`src/rtl/aolt_pkg.sv`:
```
// Shared constants, codes and types for the axis ownership lock table.
`default_nettype none

package aolt_pkg;

    localparam int SLOTS  = 16;
    localparam int JOINTS = 16;
    localparam int SLOT_W = (SLOTS > 1) ? $clog2(SLOTS) : 1;

    localparam int OPCODE_W  = 3;
    localparam int KEY_W     = 16;
    localparam int JOINT_W   = 4;
    localparam int CHAN_W    = 8;
    localparam int STATUS_W  = 3;
    localparam int SLOTF_W   = 4;
    localparam int DEPTH_W   = 8;
    localparam int NJOINTS_W = 5;

    localparam int IN_DATA_W  = 32;
    localparam int OUT_DATA_W = 24;

    localparam logic [DEPTH_W-1:0]   DEPTH_MAX      = 8'd255;
    localparam logic [NJOINTS_W-1:0] NUM_JOINTS_RST = 5'd16;

    typedef logic [SLOT_W-1:0] slot_idx_t;

    typedef enum logic [OPCODE_W-1:0] {
        OP_DEFINE  = 3'd0,
        OP_ACQUIRE = 3'd1,
        OP_RELEASE = 3'd2,
        OP_LOOKUP  = 3'd3,
        OP_QUERY   = 3'd4
    } opcode_t;

    typedef enum logic [STATUS_W-1:0] {
        ST_OK         = 3'd0,
        ST_UNKNOWN    = 3'd1,
        ST_BUSY       = 3'd2,
        ST_NOT_OWNER  = 3'd3,
        ST_DUP        = 3'd4,
        ST_JOINT_USED = 3'd5,
        ST_FULL       = 3'd6
    } status_t;

    // controller -> datapath
    typedef struct packed {
        logic load;   // latch the incoming transfer
        logic exec;   // run the command, update table, load result
    } cmd_t;

endpackage

`default_nettype wire

```
`src/rtl/aolt_ctrl.sv`:
```
// Controller: sequences accept, execute and result hand-off.
`default_nettype none

module aolt_ctrl (
    input  wire logic          clk,
    input  wire logic          rst_n,
    input  wire logic          s_tvalid,
    output logic               s_tready,
    output logic               m_tvalid,
    input  wire logic          m_tready,
    output aolt_pkg::cmd_t     cmd
);

    typedef enum logic {
        S_IDLE,
        S_EXEC
    } state_t;

    state_t state_reg;
    state_t state_next;
    logic   m_tvalid_reg;
    logic   m_tvalid_next;
    logic   out_free;

    // result slot is free if empty or drained this cycle
    assign out_free = !m_tvalid_reg || m_tready;

    assign s_tready = (state_reg == S_IDLE);
    assign m_tvalid = m_tvalid_reg;

    always_comb
    begin
        cmd.load      = 1'b0;
        cmd.exec      = 1'b0;
        state_next    = state_reg;
        m_tvalid_next = m_tvalid_reg && !m_tready;
        case (state_reg)
            S_IDLE:
            begin
                if (s_tvalid)
                begin
                    cmd.load   = 1'b1;
                    state_next = S_EXEC;
                end
            end
            S_EXEC:
            begin
                if (out_free)
                begin
                    cmd.exec      = 1'b1;
                    m_tvalid_next = 1'b1;
                    state_next    = S_IDLE;
                end
            end
            default:
            begin
                state_next = S_IDLE;
            end
        endcase
    end

    always_ff @(posedge clk or negedge rst_n)
    begin
        if (!rst_n)
        begin
            state_reg    <= S_IDLE;
            m_tvalid_reg <= 1'b0;
        end
        else
        begin
            state_reg    <= state_next;
            m_tvalid_reg <= m_tvalid_next;
        end
    end

    a_load_then_exec: assert property (@(posedge clk) disable iff (!rst_n)
        cmd.load |=> state_reg == S_EXEC)
        else $error("accepted transfer not followed by execute state");

    a_exec_shows_result: assert property (@(posedge clk) disable iff (!rst_n)
        cmd.exec |=> m_tvalid)
        else $error("executed command produced no result");

    a_no_overwrite: assert property (@(posedge clk) disable iff (!rst_n)
        cmd.exec |-> (!m_tvalid || m_tready))
        else $error("pending result overwritten");

    a_single_item: assert property (@(posedge clk) disable iff (!rst_n)
        !(cmd.load && cmd.exec))
        else $error("load and execute in the same cycle");

endmodule

`default_nettype wire

```
`src/rtl/aolt_dp.sv`:
```
// Datapath: slot table, parallel key/joint match, command execution, result register.
`default_nettype none

module aolt_dp (
    input  wire logic                                  clk,
    input  wire logic                                  rst_n,
    input  wire aolt_pkg::cmd_t                        cmd,
    input  wire logic [aolt_pkg::IN_DATA_W-1:0]        in_data,
    input  wire logic                                  cfg_we,
    input  wire logic [aolt_pkg::NJOINTS_W-1:0]        cfg_data,
    output logic [aolt_pkg::OUT_DATA_W-1:0]            out_data
);

    localparam int SLOTS  = aolt_pkg::SLOTS;
    localparam int SLOT_W = aolt_pkg::SLOT_W;

    // lowest set bit of a slot vector
    function automatic aolt_pkg::slot_idx_t first_set(input logic [SLOTS-1:0] v);
        aolt_pkg::slot_idx_t idx;
        idx = '0;
        for (int s = SLOTS - 1; s >= 0; s--)
        begin
            if (v[s])
                idx = aolt_pkg::slot_idx_t'(s);
        end
        return idx;
    endfunction

    // slot index as carried on the result, low bits only
    function automatic logic [aolt_pkg::SLOTF_W-1:0] slot_field(
        input aolt_pkg::slot_idx_t i);
        logic [SLOT_W+aolt_pkg::SLOTF_W-1:0] w;
        w = {{aolt_pkg::SLOTF_W{1'b0}}, i};
        return w[aolt_pkg::SLOTF_W-1:0];
    endfunction

    // latched command
    logic [aolt_pkg::OPCODE_W-1:0]  op_reg;
    logic [aolt_pkg::KEY_W-1:0]     key_reg;
    logic [aolt_pkg::JOINT_W-1:0]   joint_reg;
    logic [aolt_pkg::CHAN_W-1:0]    chan_reg;
    logic [aolt_pkg::NJOINTS_W-1:0] num_joints_reg;

    // slot table
    logic [SLOTS-1:0]               slot_valid_reg;
    logic [aolt_pkg::KEY_W-1:0]     slot_key_reg   [SLOTS];
    logic [aolt_pkg::JOINT_W-1:0]   slot_joint_reg [SLOTS];
    logic [aolt_pkg::CHAN_W-1:0]    slot_owner_reg [SLOTS];
    logic [aolt_pkg::DEPTH_W-1:0]   slot_depth_reg [SLOTS];

    logic [aolt_pkg::OUT_DATA_W-1:0] result_reg;
    logic [aolt_pkg::OUT_DATA_W-1:0] result_next;

    logic [SLOTS-1:0]               key_hit;
    logic [SLOTS-1:0]               joint_hit;
    logic                           key_any;
    logic                           joint_any;
    logic                           free_any;
    aolt_pkg::slot_idx_t            key_idx;
    aolt_pkg::slot_idx_t            joint_idx;
    aolt_pkg::slot_idx_t            free_idx;
    aolt_pkg::slot_idx_t            rd_idx;
    aolt_pkg::slot_idx_t            rep_idx;
    aolt_pkg::slot_idx_t            wr_idx;
    logic [aolt_pkg::CHAN_W-1:0]    cur_owner;
    logic [aolt_pkg::DEPTH_W-1:0]   cur_depth;
    logic [aolt_pkg::CHAN_W-1:0]    new_owner;
    logic [aolt_pkg::DEPTH_W-1:0]   new_depth;
    logic                           joint_ok;
    logic                           wr_def;
    logic                           wr_own;
    logic                           hit;
    aolt_pkg::status_t              status;

    always_comb
    begin
        for (int s = 0; s < SLOTS; s++)
        begin
            key_hit[s]   = slot_valid_reg[s] && (slot_key_reg[s] == key_reg);
            joint_hit[s] = slot_valid_reg[s] && (slot_joint_reg[s] == joint_reg);
        end
    end

    assign key_any   = |key_hit;
    assign joint_any = |joint_hit;
    assign free_any  = ~&slot_valid_reg;
    assign key_idx   = first_set(key_hit);
    assign joint_idx = first_set(joint_hit);
    assign free_idx  = first_set(~slot_valid_reg);

    // one table read: joint match for the query, key match otherwise
    assign rd_idx    = (op_reg == aolt_pkg::OP_QUERY) ? joint_idx : key_idx;
    assign cur_owner = slot_owner_reg[rd_idx];
    assign cur_depth = slot_depth_reg[rd_idx];

    assign joint_ok = ({1'b0, joint_reg} < num_joints_reg)
                   && ({28'd0, joint_reg} < 32'(aolt_pkg::JOINTS));

    always_comb
    begin
        status    = aolt_pkg::ST_OK;
        hit       = 1'b0;
        wr_def    = 1'b0;
        wr_own    = 1'b0;
        new_owner = cur_owner;
        new_depth = cur_depth;
        rep_idx   = key_idx;
        case (op_reg)
            aolt_pkg::OP_DEFINE:
            begin
                if (key_any)
                    status = aolt_pkg::ST_DUP;
                else if (joint_any)
                    status = aolt_pkg::ST_JOINT_USED;
                else if (!free_any)
                    status = aolt_pkg::ST_FULL;
                else
                begin
                    wr_def    = 1'b1;
                    hit       = 1'b1;
                    rep_idx   = free_idx;
                    new_owner = '0;
                    new_depth = '0;
                end
            end
            aolt_pkg::OP_ACQUIRE:
            begin
                if (!key_any)
                    status = aolt_pkg::ST_UNKNOWN;
                else if (chan_reg == '0)
                    status = aolt_pkg::ST_BUSY;
                else if (cur_owner == '0)
                begin
                    new_owner = chan_reg;
                    new_depth = 8'd1;
                    wr_own    = 1'b1;
                    hit       = 1'b1;
                end
                else if (cur_owner == chan_reg)
                begin
                    if (cur_depth != aolt_pkg::DEPTH_MAX)
                        new_depth = cur_depth + 8'd1;
                    wr_own = 1'b1;
                    hit    = 1'b1;
                end
                else
                    status = aolt_pkg::ST_BUSY;
            end
            aolt_pkg::OP_RELEASE:
            begin
                if (!key_any)
                    status = aolt_pkg::ST_UNKNOWN;
                else if ((chan_reg == '0) || (cur_owner != chan_reg))
                    status = aolt_pkg::ST_NOT_OWNER;
                else
                begin
                    if (cur_depth > 8'd1)
                        new_depth = cur_depth - 8'd1;
                    else
                    begin
                        new_owner = '0;
                        new_depth = '0;
                    end
                    wr_own = 1'b1;
                    hit    = 1'b1;
                end
            end
            aolt_pkg::OP_LOOKUP:
            begin
                if (!key_any)
                    status = aolt_pkg::ST_UNKNOWN;
                else
                    hit = 1'b1;
            end
            aolt_pkg::OP_QUERY:
            begin
                if (joint_ok && joint_any)
                begin
                    hit     = 1'b1;
                    rep_idx = joint_idx;
                end
            end
            default:
            begin
                hit = 1'b0;
            end
        endcase
    end

    assign wr_idx = wr_def ? free_idx : key_idx;

    assign result_next = {
        1'b0,
        hit ? new_depth : {aolt_pkg::DEPTH_W{1'b0}},
        hit ? new_owner : {aolt_pkg::CHAN_W{1'b0}},
        hit ? slot_field(rep_idx) : {aolt_pkg::SLOTF_W{1'b0}},
        status
    };

    assign out_data = result_reg;

    always_ff @(posedge clk or negedge rst_n)
    begin
        if (!rst_n)
        begin
            slot_valid_reg <= '0;
            num_joints_reg <= aolt_pkg::NUM_JOINTS_RST;
        end
        else
        begin
            if (cfg_we)
                num_joints_reg <= cfg_data;
            if (cmd.exec && wr_def)
                slot_valid_reg[free_idx] <= 1'b1;
        end
    end

    always_ff @(posedge clk)
    begin
        if (cmd.load)
        begin
            op_reg    <= in_data[2:0];
            key_reg   <= in_data[18:3];
            joint_reg <= in_data[22:19];
            chan_reg  <= in_data[30:23];
        end
        if (cmd.exec)
        begin
            result_reg <= result_next;
            if (wr_def)
            begin
                slot_key_reg[free_idx]   <= key_reg;
                slot_joint_reg[free_idx] <= joint_reg;
            end
            if (wr_def || wr_own)
            begin
                slot_owner_reg[wr_idx] <= new_owner;
                slot_depth_reg[wr_idx] <= new_depth;
            end
        end
    end

endmodule

`default_nettype wire

```
`src/rtl/axis_ownership_lock_table_core.sv`:
```
// Top level of the axis ownership lock table.
//
// Usage:
//   s_* channel carries one command per transfer (define, acquire, release,
//   lookup axis, query joint owner). m_* channel returns exactly one result
//   transfer per command, in command order.
//   cfg_we/cfg_data write num_joints (joints below it answer the owner
//   query); write only while no command is outstanding.
// Timing:
//   A command is accepted in idle and executed in the execute state, where all
//   slots are matched in parallel and the table is updated; execute waits while
//   a held result has not been taken. The result is registered at execute. A new
//   command is not accepted until the previous one has executed.
// Reset:
//   All slots become undefined (valid bits cleared), num_joints returns to 16,
//   no result is pending.
// Backpressure:
//   A held result stays in the output register; one more command may be
//   accepted meanwhile and waits in execute until the result is taken.
`default_nettype none

module axis_ownership_lock_table_core (
    input  wire logic                                clk,
    input  wire logic                                rst_n,
    input  wire logic                                s_tvalid,
    output logic                                     s_tready,
    // [2:0] opcode, [18:3] axis_id, [22:19] joint_number, [30:23] channel
    input  wire logic [aolt_pkg::IN_DATA_W-1:0]      s_tdata,
    output logic                                     m_tvalid,
    input  wire logic                                m_tready,
    // [2:0] status, [6:3] slot_index, [14:7] owner_channel, [22:15] lock_depth
    output logic [aolt_pkg::OUT_DATA_W-1:0]          m_tdata,
    input  wire logic                                cfg_we,
    input  wire logic [aolt_pkg::NJOINTS_W-1:0]      cfg_data
);

    aolt_pkg::cmd_t cmd;

    aolt_ctrl u_ctrl (
        .clk      (clk),
        .rst_n    (rst_n),
        .s_tvalid (s_tvalid),
        .s_tready (s_tready),
        .m_tvalid (m_tvalid),
        .m_tready (m_tready),
        .cmd      (cmd)
    );

    aolt_dp u_dp (
        .clk      (clk),
        .rst_n    (rst_n),
        .cmd      (cmd),
        .in_data  (s_tdata),
        .cfg_we   (cfg_we),
        .cfg_data (cfg_data),
        .out_data (m_tdata)
    );

endmodule

`default_nettype wire

```
`config.mk`:
```
export PLATFORM = sky130hd
export DESIGN_NAME = axis_ownership_lock_table_core
export DESIGN_NICKNAME = d
export VERILOG_FILES = /design/src/rtl/aolt_pkg.sv /design/src/rtl/aolt_ctrl.sv /design/src/rtl/aolt_dp.sv /design/src/rtl/axis_ownership_lock_table_core.sv
export SDC_FILE = /design/constraint.sdc
export NUM_CORES = 1
export LEC_CHECK = 0
export ABC_AREA = 1
export BUFFER_PORTS_ARGS = -buffer_cell sky130_fd_sc_hd__buf_4
export CORE_MARGIN = 1.5
export CORE_UTILIZATION = 45
export DETAILED_ROUTE_END_ITERATION = 8
export GPL_TIMING_DRIVEN = 0
export PLACE_DENSITY = 0.71
export SYNTH_ARGS = -nofsm -noshare
export SYNTH_HDL_FRONTEND = slang
export SYNTH_SLANG_ARGS = --single-unit
export TNS_END_PERCENT = 10
```
`constraint.sdc`:
```
create_clock -name clk -period 13.89 [get_ports clk]
set_input_delay 0.6945 -clock clk [delete_from_list [all_inputs] [get_ports clk]]
set_output_delay 0.6945 -clock clk [all_outputs]
set_load 0.005 [all_outputs]
```
After elaboration in Yosys (flattened, before gate mapping)
Memories as Yosys holds them, arrays and structs flattened.
Index checks and enable logic that the tools add are counted.
{"block": "totals", "out_inout_bits": 26, "wordCells": 227, "ramBits": 576, "memories": 4, "regBits": 77, "input_bits": 42}
{"name": "u_dp.slot_key_reg", "depth": 16, "word_bits": 16, "rd": 16, "rd_clocked_by_memory_dff": 0, "write_ports": 1, "line_no": "aolt_dp.sv:46", "rtl": "logic [aolt_pkg::KEY_W-1:0] slot_key_reg [SLOTS];"}
{"name": "u_dp.slot_depth_reg", "depth": 16, "word_bits": 8, "rd": 1, "rd_clocked_by_memory_dff": 0, "write_ports": 1, "line_no": "aolt_dp.sv:49", "rtl": "logic [aolt_pkg::DEPTH_W-1:0] slot_depth_reg [SLOTS];"}
{"name": "u_dp.slot_owner_reg", "depth": 16, "word_bits": 8, "rd": 1, "rd_clocked_by_memory_dff": 0, "write_ports": 1, "line_no": "aolt_dp.sv:48", "rtl": "logic [aolt_pkg::CHAN_W-1:0] slot_owner_reg [SLOTS];"}
{"name": "u_dp.slot_joint_reg", "depth": 16, "word_bits": 4, "rd": 16, "rd_clocked_by_memory_dff": 0, "write_ports": 1, "line_no": "aolt_dp.sv:47", "rtl": "logic [aolt_pkg::JOINT_W-1:0] slot_joint_reg [SLOTS];"}
{"block": "op_classes", "n_mux": 118, "order_cmp": 4, "bitwise": 3, "add_sub_neg": 2, "eq_ne": 39, "reduce_logical": 47}
{"op": "equality test 16 bit", "n": 16}
{"op": "two-way mux 4 bit", "n": 54}
{"op": "two-way mux 8 bit", "n": 20}
{"op": "equality test 4 bit", "n": 16}
{"op": "case mux 8 bit (3 select lines)", "n": 2}
{"op": "logical AND 1 bit", "n": 36}
{"op": "OR reduction 16 bit", "n": 2}
{"op": "two-way mux 1 bit", "n": 27}
{"op": "two-way mux 3 bit", "n": 7}
{"op": "zero test 8 bit", "n": 2}
{"op": "inverter 16 bit", "n": 1}
{"op": "OR 16 bit", "n": 1}
{"op": "AND reduction 16 bit", "n": 1}
{"op": "case mux 3 bit (4 select lines)", "n": 1}
{"op": "adder 8 x 1 -> 8 bit, second input constant", "n": 1}
{"op": "equality test 8 bit", "n": 1}
{"op": "greater-than comparator 8 x 1 -> 1 bit, second input constant", "n": 1}
{"op": "inequality test 8 bit", "n": 1}
{"op": "inequality test 8 bit, second input constant", "n": 1}
{"op": "case mux 4 bit (2 select lines)", "n": 1}
{"op": "subtractor 8 x 1 -> 8 bit, second input constant", "n": 1}
{"op": "equality test 3 x 2 -> 1 bit, second input constant", "n": 2}
{"op": "< comparator 4 x 5 -> 1 bit", "n": 1}
{"op": "< comparator 4 x 5 -> 1 bit, second input constant", "n": 1}
{"op": "11 further kinds", "n": 16}

Depth between registers and ports, before layout
An unclocked memory read counts as a cell.
{"block": "depth", "ltp_word": 31, "depth_mapped": 49, "ltp_nobuf": 45}

Modules after synthesis
A second synthesis with hierarchy kept.
{"block": "unflattened", "hier_cells": 2626, "area_unflattened_um2": 29229.3}
{"module": "aolt_dp", "n_inst": 1, "seq_area_each_um2": 19444.9, "cells_each": 2615, "area_each_um2": 29136.7}
{"module": "aolt_ctrl", "n_inst": 1, "seq_area_each_um2": 50.0, "cells_each": 11, "area_each_um2": 92.6}

Worst setup path before layout
No wires, ideal clock.
{"block": "synth_path", "path_type": "reg-to-reg", "startpoint": "register u_dp.joint_reg[2] (netlist bit)", "endpoint": "memory u_dp.slot_depth_reg[11][0] (netlist bit), enable pin", "path_slack_ns": 8.853, "arrival_ns": 4.649, "n_path_buf": 3, "setup_ns": 0.389, "required_ns": 13.501, "period_less_slack_ns": 5.037, "stages_incl_launch_ff": 38, "cell_sequence": "edfxtp_1 buf_6 or2_1 a21oi_1 nand2_1 nor3_2 nand2_1 nand2_1 nand2_1 nand2_1 nand2_1 nand2_1 nand2_1 nand2_1 nand2_1 nand2_1 nand2_1 nand2_1 (+2 left out) nand2_2 nand2_4 nand2_4 buf_6 buf_6 o21ai_1 nand2_1 nand3_1 nand3_1 nand2_1 nand4_1 or2_1 or2_4 nand2_1 nand3_1 o211ai_2 nand4_1 nor2_1"}
{"block": "synth_via", "elab_chain_len": 30, "word_cells_on_any_way": 70, "classes_between": "18 x eq/ne; 31 x mux; 20 x reduce/logical; 1 x memory"}
{"item": "start: declaration", "line_no": "aolt_dp.sv:40", "rtl": "logic [aolt_pkg::JOINT_W-1:0] joint_reg;"}
{"item": "start signal: assignment", "line_no": "aolt_dp.sv:224", "rtl": "joint_reg <= in_data[22:19];"}
{"item": "equality test 4 bit", "line_no": "aolt_dp.sv:80", "rtl": "joint_hit[s] = slot_valid_reg[s] && (slot_joint_reg[s] == joint_reg);"}
{"item": "logical AND 1 bit", "line_no": "aolt_dp.sv:80"}
{"item": "two-way mux 4 bit (16 in series)", "line_no": "aolt_dp.sv:23", "rtl": "if (v[s])"}
{"item": "two-way mux 4 bit", "line_no": "aolt_dp.sv:92", "rtl": "assign rd_idx = (op_reg == aolt_pkg::OP_QUERY) ? joint_idx : key_idx;"}
{"item": "memory (16 x 8 bit)"}
{"item": "equality test 8 bit", "line_no": "aolt_dp.sv:139", "rtl": "else if (cur_owner == chan_reg)"}
{"item": "two-way mux 1 bit", "line_no": "aolt_dp.sv:139"}
{"item": "two-way mux 1 bit", "line_no": "aolt_dp.sv:132", "rtl": "else if (cur_owner == '0)"}
{"item": "two-way mux 1 bit", "line_no": "aolt_dp.sv:130", "rtl": "else if (chan_reg == '0)"}
{"item": "two-way mux 1 bit", "line_no": "aolt_dp.sv:128", "rtl": "if (!key_any)"}
{"item": "case mux 1 bit (2 select lines)", "line_no": "aolt_dp.sv:108", "rtl": "case (op_reg)"}
{"item": "logical OR 1 bit", "line_no": "aolt_dp.sv:235", "rtl": "if (wr_def || wr_own)"}
{"item": "two-way mux 1 bit", "line_no": "aolt_dp.sv:235"}
{"item": "two-way mux 1 bit", "line_no": "aolt_dp.sv:227", "rtl": "if (cmd.exec)"}
{"item": "two-way mux 1 bit (implied by the code)", "line_no": "aolt_dp.sv:238", "rtl": "slot_depth_reg[wr_idx] <= new_depth;"}
{"item": "end: declaration", "line_no": "aolt_dp.sv:49"}
Parallel ways exist; a longest one is shown, timed or not.

Worst setup path after layout
{"block": "layout_path", "startpoint": "register u_dp.key_reg[11] (netlist bit)", "endpoint": "register u_dp.result_reg (netlist bit u_dp.out_data[14]), data pin"}
{"block": "layout_via", "word_cells_on_any_way": 76, "classes_between": "1 x order compare; 18 x eq/ne; 36 x mux; 19 x reduce/logical; 2 x memory"}
{"item": "start: declaration", "line_no": "aolt_dp.sv:39", "rtl": "logic [aolt_pkg::KEY_W-1:0] key_reg;"}
{"item": "start signal: assignment", "line_no": "aolt_dp.sv:223", "rtl": "key_reg <= in_data[18:3];"}
{"item": "equality test 16 bit", "line_no": "aolt_dp.sv:79", "rtl": "key_hit[s] = slot_valid_reg[s] && (slot_key_reg[s] == key_reg);"}
{"item": "logical AND 1 bit", "line_no": "aolt_dp.sv:79"}
{"item": "two-way mux 4 bit (16 in series)", "line_no": "aolt_dp.sv:23"}
{"item": "two-way mux 4 bit", "line_no": "aolt_dp.sv:92"}
{"item": "memory (16 x 8 bit), on equally long branches"}
{"item": "greater-than comparator 8 x 1 -> 1 bit, or another cell as far along", "line_no": "aolt_dp.sv:157", "rtl": "if (cur_depth > 8'd1)"}
{"item": "two-way mux 8 bit, or another cell as far along", "line_no": "aolt_dp.sv:157"}
{"item": "two-way mux 8 bit, on equally long branches", "line_no": "aolt_dp.sv:153, aolt_dp.sv:130"}
{"item": "two-way mux 8 bit, on equally long branches", "line_no": "aolt_dp.sv:151, aolt_dp.sv:128"}
{"item": "case mux 8 bit (3 select lines) *", "line_no": "aolt_dp.sv:108"}
{"item": "named net u_dp.new_owner (one bit)", "line_no": "aolt_dp.sv:67", "rtl": "logic [aolt_pkg::CHAN_W-1:0] new_owner;"}
{"item": "end signal: assignment", "line_no": "aolt_dp.sv:229", "rtl": "result_reg <= result_next;"}
{"item": "end: declaration", "line_no": "aolt_dp.sv:51", "rtl": "logic [aolt_pkg::OUT_DATA_W-1:0] result_reg;"}
Mark *: on every way through the listed nets, which the timed path passes. The rest lies on a longest branch.
A chain may end at the register's enable or synchronous reset.

==> impl_metrics.xml <==
<?xml version="1.0" encoding="UTF-8"?>
<metrics>
  <group name="pwr">
    <metric name="p_int" unit="mW">3.61</metric>
    <metric name="irDropWorstVdd" unit="mV">0.134</metric>
    <metric name="p_leak" unit="nW">13.4</metric>
    <metric name="power.share.sequential" unit="%">48.3</metric>
    <metric name="combinationalPowerShare" unit="%">16.7</metric>
    <metric name="power-per-cell-area" unit="nW/µm²">148</metric>
    <metric name="switching_power" unit="mW">1.46</metric>
    <metric name="power.share.switching" unit="%">28.7</metric>
    <metric name="power.clock.fraction" unit="%">35.0</metric>
  </group>
  <group name="worst_setup_path">
    <metric name="setup.worst_path.end_class" unit="">flip-flop</metric>
    <metric name="cp.arrival" unit="ns">8.31</metric>
    <metric name="worst-setup-path-type" unit="">flip-flop to flip-flop</metric>
    <metric name="timing.critical_path.from_type" unit="">flip-flop</metric>
    <metric name="critical-path-slowest-cell" unit="">sky130_fd_sc_hd__edfxtp_1</metric>
    <metric name="path_common_cell" unit="">sky130_fd_sc_hd__nand2_1</metric>
    <metric name="timing.critical_path.fanout_max" unit="">20</metric>
    <metric name="critPathRequiredTime" unit="ns">14.36</metric>
    <metric name="crit_path_max_incr_delay" unit="ns">1.15</metric>
  </group>
  <group name="clocking">
    <metric name="cts_resized" unit="">0</metric>
    <metric name="ctsRootBufferMaster" unit="">sky130_fd_sc_hd__clkbuf_16</metric>
    <metric name="cts_inserted_buffers" unit="">68</metric>
    <metric name="tritoncts" unit="">yes</metric>
    <metric name="cts.clk_slew.worst_paths" unit="ns">0.06</metric>
    <metric name="cts_post_setup_buffers_inserted" unit="">0</metric>
    <metric name="clk_path_buf_depth" unit="">3</metric>
    <metric name="cts_sinks" unit="">653</metric>
    <metric name="cts.hold.buffers_added" unit="">1</metric>
    <metric name="clkLatencyLatePin" unit="ns">0.61</metric>
    <metric name="ctsHtreeMaxLevel" unit="">3</metric>
  </group>
  <group name="timing">
    <metric name="post-route-worst-setup-slack" unit="ns">6.05</metric>
    <metric name="finalCriticalPeriod" unit="ns">7.84</metric>
    <metric name="setup_viols_final" unit="">0</metric>
    <metric name="relSlewSlack" unit="%">10.7</metric>
    <metric name="slew_worst_pin" unit="ns">1.34</metric>
    <metric name="fin_skew" unit="ns">0.0231</metric>
    <metric name="final_min_period_over_clock_period" unit="%">56.5</metric>
    <metric name="timing.fmax" unit="MHz">128</metric>
    <metric name="final_max_slew_viol_count" unit="">0</metric>
    <metric name="rsz0062_at_grt" unit="">no</metric>
    <metric name="timing.setup.tns" unit="ns">0</metric>
    <metric name="hold_violations" unit="">0</metric>
  </group>
  <group name="yosys">
    <metric name="syn_inst" unit="">2725</metric>
    <metric name="syn_area_per_cell" unit="µm²">10.9</metric>
    <metric name="synth_enable_flop_cells" unit="">630</metric>
    <metric name="synth_fa_ha_area_share" unit="%">0.252</metric>
    <metric name="synth.ff_latch_count" unit="">653</metric>
    <metric name="dominantRegCellSynth" unit="">sky130_fd_sc_hd__edfxtp_1</metric>
    <metric name="synth_fp_nets" unit="">2773</metric>
    <metric name="synth_area_leaders" unit="">sky130_fd_sc_hd__edfxtp_1, sky130_fd_sc_hd__nand2_1, sky130_fd_sc_hd__inv_1</metric>
    <metric name="synthesis.yosys.warnings" unit="">0</metric>
    <metric name="synth_top_family_by_area" unit="">simple AND/OR/NAND/NOR gates</metric>
    <metric name="synth-simple-area-share" unit="%">18.7</metric>
    <metric name="seq_area_frac_synth" unit="%">65.6</metric>
    <metric name="synth_top_cell_by_area" unit="">sky130_fd_sc_hd__edfxtp_1</metric>
    <metric name="synth_xor_xnor_area_share" unit="%">2.83</metric>
    <metric name="synth_top_area_share" unit="%">63.6</metric>
    <metric name="synth_mux_area_share" unit="%">0.151</metric>
    <metric name="synth-compound-area-share" unit="%">6.80</metric>
    <metric name="synth_area" unit="µm²">29700</metric>
    <metric name="synth_cell_type_count" unit="">61</metric>
    <metric name="asyncSetResetFlopFracSynth" unit="%">3.52</metric>
  </group>
  <group name="routing">
    <metric name="route.antenna.remaining_nets" unit="">0</metric>
    <metric name="routed_wire_length_per_instance" unit="µm">20.8</metric>
    <metric name="via_count" unit="">21200</metric>
    <metric name="route.met2.wl" unit="mm">37.8</metric>
    <metric name="top_signal_layer_used" unit="">met4</metric>
    <metric name="route.detailed.drc" unit="">0</metric>
    <metric name="wl_met3" unit="mm">5.41</metric>
    <metric name="dr.pass1.iters" unit="">5</metric>
    <metric name="detail_route.vias_per_cell" unit="">5.56</metric>
    <metric name="drt-met1-wl" unit="mm">31.8</metric>
    <metric name="drt_iter0_drc" unit="">2328</metric>
    <metric name="totalWireLength" unit="mm">79.1</metric>
  </group>
  <group name="cells_and_area">
    <metric name="fin_util" unit="%">52.2</metric>
    <metric name="multiInputGateArea" unit="µm²">8640</metric>
    <metric name="most_frequent_cells_in_the_layout" unit="">sky130_fd_sc_hd__nand2_1, sky130_fd_sc_hd__edfxtp_1, sky130_fd_sc_hd__inv_1</metric>
    <metric name="antenna-diode-count" unit="">0</metric>
    <metric name="nNetsFinal" unit="">2941</metric>
    <metric name="seqCellArea" unit="µm²">19500</metric>
    <metric name="layout.filler_cells" unit="">5562</metric>
    <metric name="finalInstanceArea" unit="µm²">34200</metric>
    <metric name="layout.cells.most_common" unit="">sky130_fd_sc_hd__nand2_1</metric>
    <metric name="finish.cell_count_without_fillers" unit="">3809</metric>
    <metric name="drive_above_1_share" unit="%">14.2</metric>
    <metric name="largest_register_ff_count" unit="">256</metric>
    <metric name="area_growth" unit="%">15.2</metric>
  </group>
  <group name="placement">
    <metric name="dp.cells" unit="">3686</metric>
    <metric name="detailed_place.area" unit="µm²">32100</metric>
    <metric name="port_bufs" unit="">64</metric>
    <metric name="place_congestion" unit="">0.965</metric>
    <metric name="dpl.hpwl" unit="mm">53.2</metric>
    <metric name="placement.setup.worst_slack" unit="ns">6.40</metric>
  </group>
  <group name="grt">
    <metric name="overall_overflow_remaining_after_global_route" unit="">0</metric>
    <metric name="via_count_of_the_first_global_routing_pass" unit="">20200</metric>
    <metric name="grt_pass1_wl" unit="mm">118</metric>
    <metric name="number_of_antenna_violations_at_the_first_check_in_global_routing" unit="">0</metric>
    <metric name="largest_net_degree_at_the_start_of_global_routing" unit="">29</metric>
    <metric name="global_route.usage.total" unit="%">23.3</metric>
  </group>
  <group name="run_status">
    <metric name="run_status" unit="">finished, final reports clean</metric>
  </group>
  <group name="floorplan">
    <metric name="die_area" unit="µm²">67600</metric>
    <metric name="row_count" unit="">94</metric>
    <metric name="placeableCoreArea" unit="µm²">65600</metric>
    <metric name="floorplan.die.height" unit="µm">260</metric>
    <metric name="ioPinCount" unit="">68</metric>
    <metric name="die_width" unit="µm">260</metric>
    <metric name="floorplan.initialDensity" unit="%">45.3</metric>
  </group>
  <group name="min_path">
    <metric name="min_path_type" unit="">input port to flip-flop</metric>
  </group>
  <group name="job">
    <metric name="number_of_max_capacitance_violations_reported" unit="">0</metric>
  </group>
</metrics>
==> final cells by class <==
type,instances,area share [%]
Sequential cell,653,56.9
Multi-Input combinational cell,1689,25.2
Clock buffer,92,5.63
Timing Repair Buffer,98,3.45
Tap cell,864,3.16
Inverter,272,2.99
Buffer,111,1.95
Clock inverter,30,0.665
==> critical path, delay by kind of cell (launching register included) <==
kind,cells,cell delay [ns]
simple gates,19,2.45
compound gates,6,1.73
buf+inv,8,2.01
fa+ha+maj,1,0.32
flops,1,1.15
==> cells in the mapped netlist, types with 18 or more instances <==
| library cell | number |
|---|---|
| sky130_fd_sc_hd__buf_4 | 30 |
| sky130_fd_sc_hd__o22ai_1 | 48 |
| sky130_fd_sc_hd__nand3_1 | 175 |
| sky130_fd_sc_hd__edfxtp_1 | 630 |
| sky130_fd_sc_hd__nand3b_1 | 55 |
| sky130_fd_sc_hd__nor4_1 | 19 |
| sky130_fd_sc_hd__nor3_1 | 18 |
| sky130_fd_sc_hd__or2_2 | 25 |
| sky130_fd_sc_hd__xor2_1 | 61 |
| sky130_fd_sc_hd__inv_1 | 249 |
| sky130_fd_sc_hd__xnor2_1 | 35 |
| sky130_fd_sc_hd__o21ai_1 | 31 |
| sky130_fd_sc_hd__o21ai_0 | 97 |
| sky130_fd_sc_hd__nor2_1 | 166 |
| sky130_fd_sc_hd__inv_2 | 22 |
| sky130_fd_sc_hd__dfrtp_1 | 22 |
| sky130_fd_sc_hd__nand4_1 | 40 |
| sky130_fd_sc_hd__buf_2 | 56 |
| sky130_fd_sc_hd__a211oi_1 | 18 |
| sky130_fd_sc_hd__o2111ai_1 | 20 |
| sky130_fd_sc_hd__nand2_1 | 707 |
| sky130_fd_sc_hd__a21oi_1 | 66 |
==> stage by stage <==
step	hold WS, ns	total power [mW]
detailed placement	0.506	3.32
global placement	0.482	3.29
CTS	0.224	5.07
global route	0.238	5.24
floorplan	0.399	2.96
finish	0.257	5.06
==> path summary, 6_finish.rpt <==
kind,start,endpoint,slack (ns),cells after the start
hold reg to reg,u_ctrl.m_tvalid$_DFF_PN0_,u_ctrl.m_tvalid$_DFF_PN0_,0.52,2
setup reg to reg,u_dp.key_reg[11]$_DFFE_PP_,u_dp.out_data[14]$_SDFFCE_PN0P_,6.05,34
min in group asynchronous,rst_n,u_dp.slot_valid_reg[15]$_DFFE_PN0P_,0.53,2
setup / recovery,u_dp.key_reg[11]$_DFFE_PP_,u_dp.out_data[14]$_SDFFCE_PN0P_,6.05,34
max in group asynchronous,rst_n,u_dp.num_joints_reg[4]$_DFFE_PN1P_,13.05,2
hold / removal,s_tdata[6],u_dp.key_reg[3]$_DFFE_PP_,0.26,1
==> logic make-up after synthesis <==
| group | after synthesis |
|---|---|
| xor gates and xnor gates | 96 |
| buffers and inverters | 383 |
| other | 1 |
| muxes | 4 |
| DFF | 653 |
| adders and majority gates | 6 |
| and+or+nand+nor | 1250 |
| AOI/OAI and AO/OA | 332 |
==> per-layer routing <==
metal	global-route usage, %	vias up
li1	-	9799
met1	29.9	10200
met2	38.5	939
met3	3.36	226
met4	12.1	0
met5	0	-
==> power by group through the flow <==
| stage | sequential (mW) | clock, mW | combinational [mW] |
|---|---|---|---|
| 6_report | 2.44 | 1.77 | 0.847 |
| 5_1_grt | 2.45 | 1.86 | 0.924 |
| 4_1_cts | 2.44 | 1.79 | 0.838 |
| 3_5_place_dp | 2.48 | 0 | 0.833 |
| 3_3_place_gp | 2.48 | 0 | 0.805 |
| 2_1_floorplan | 2.43 | 0 | 0.528 |
Note: power is estimated with default switching activity, not from simulation.
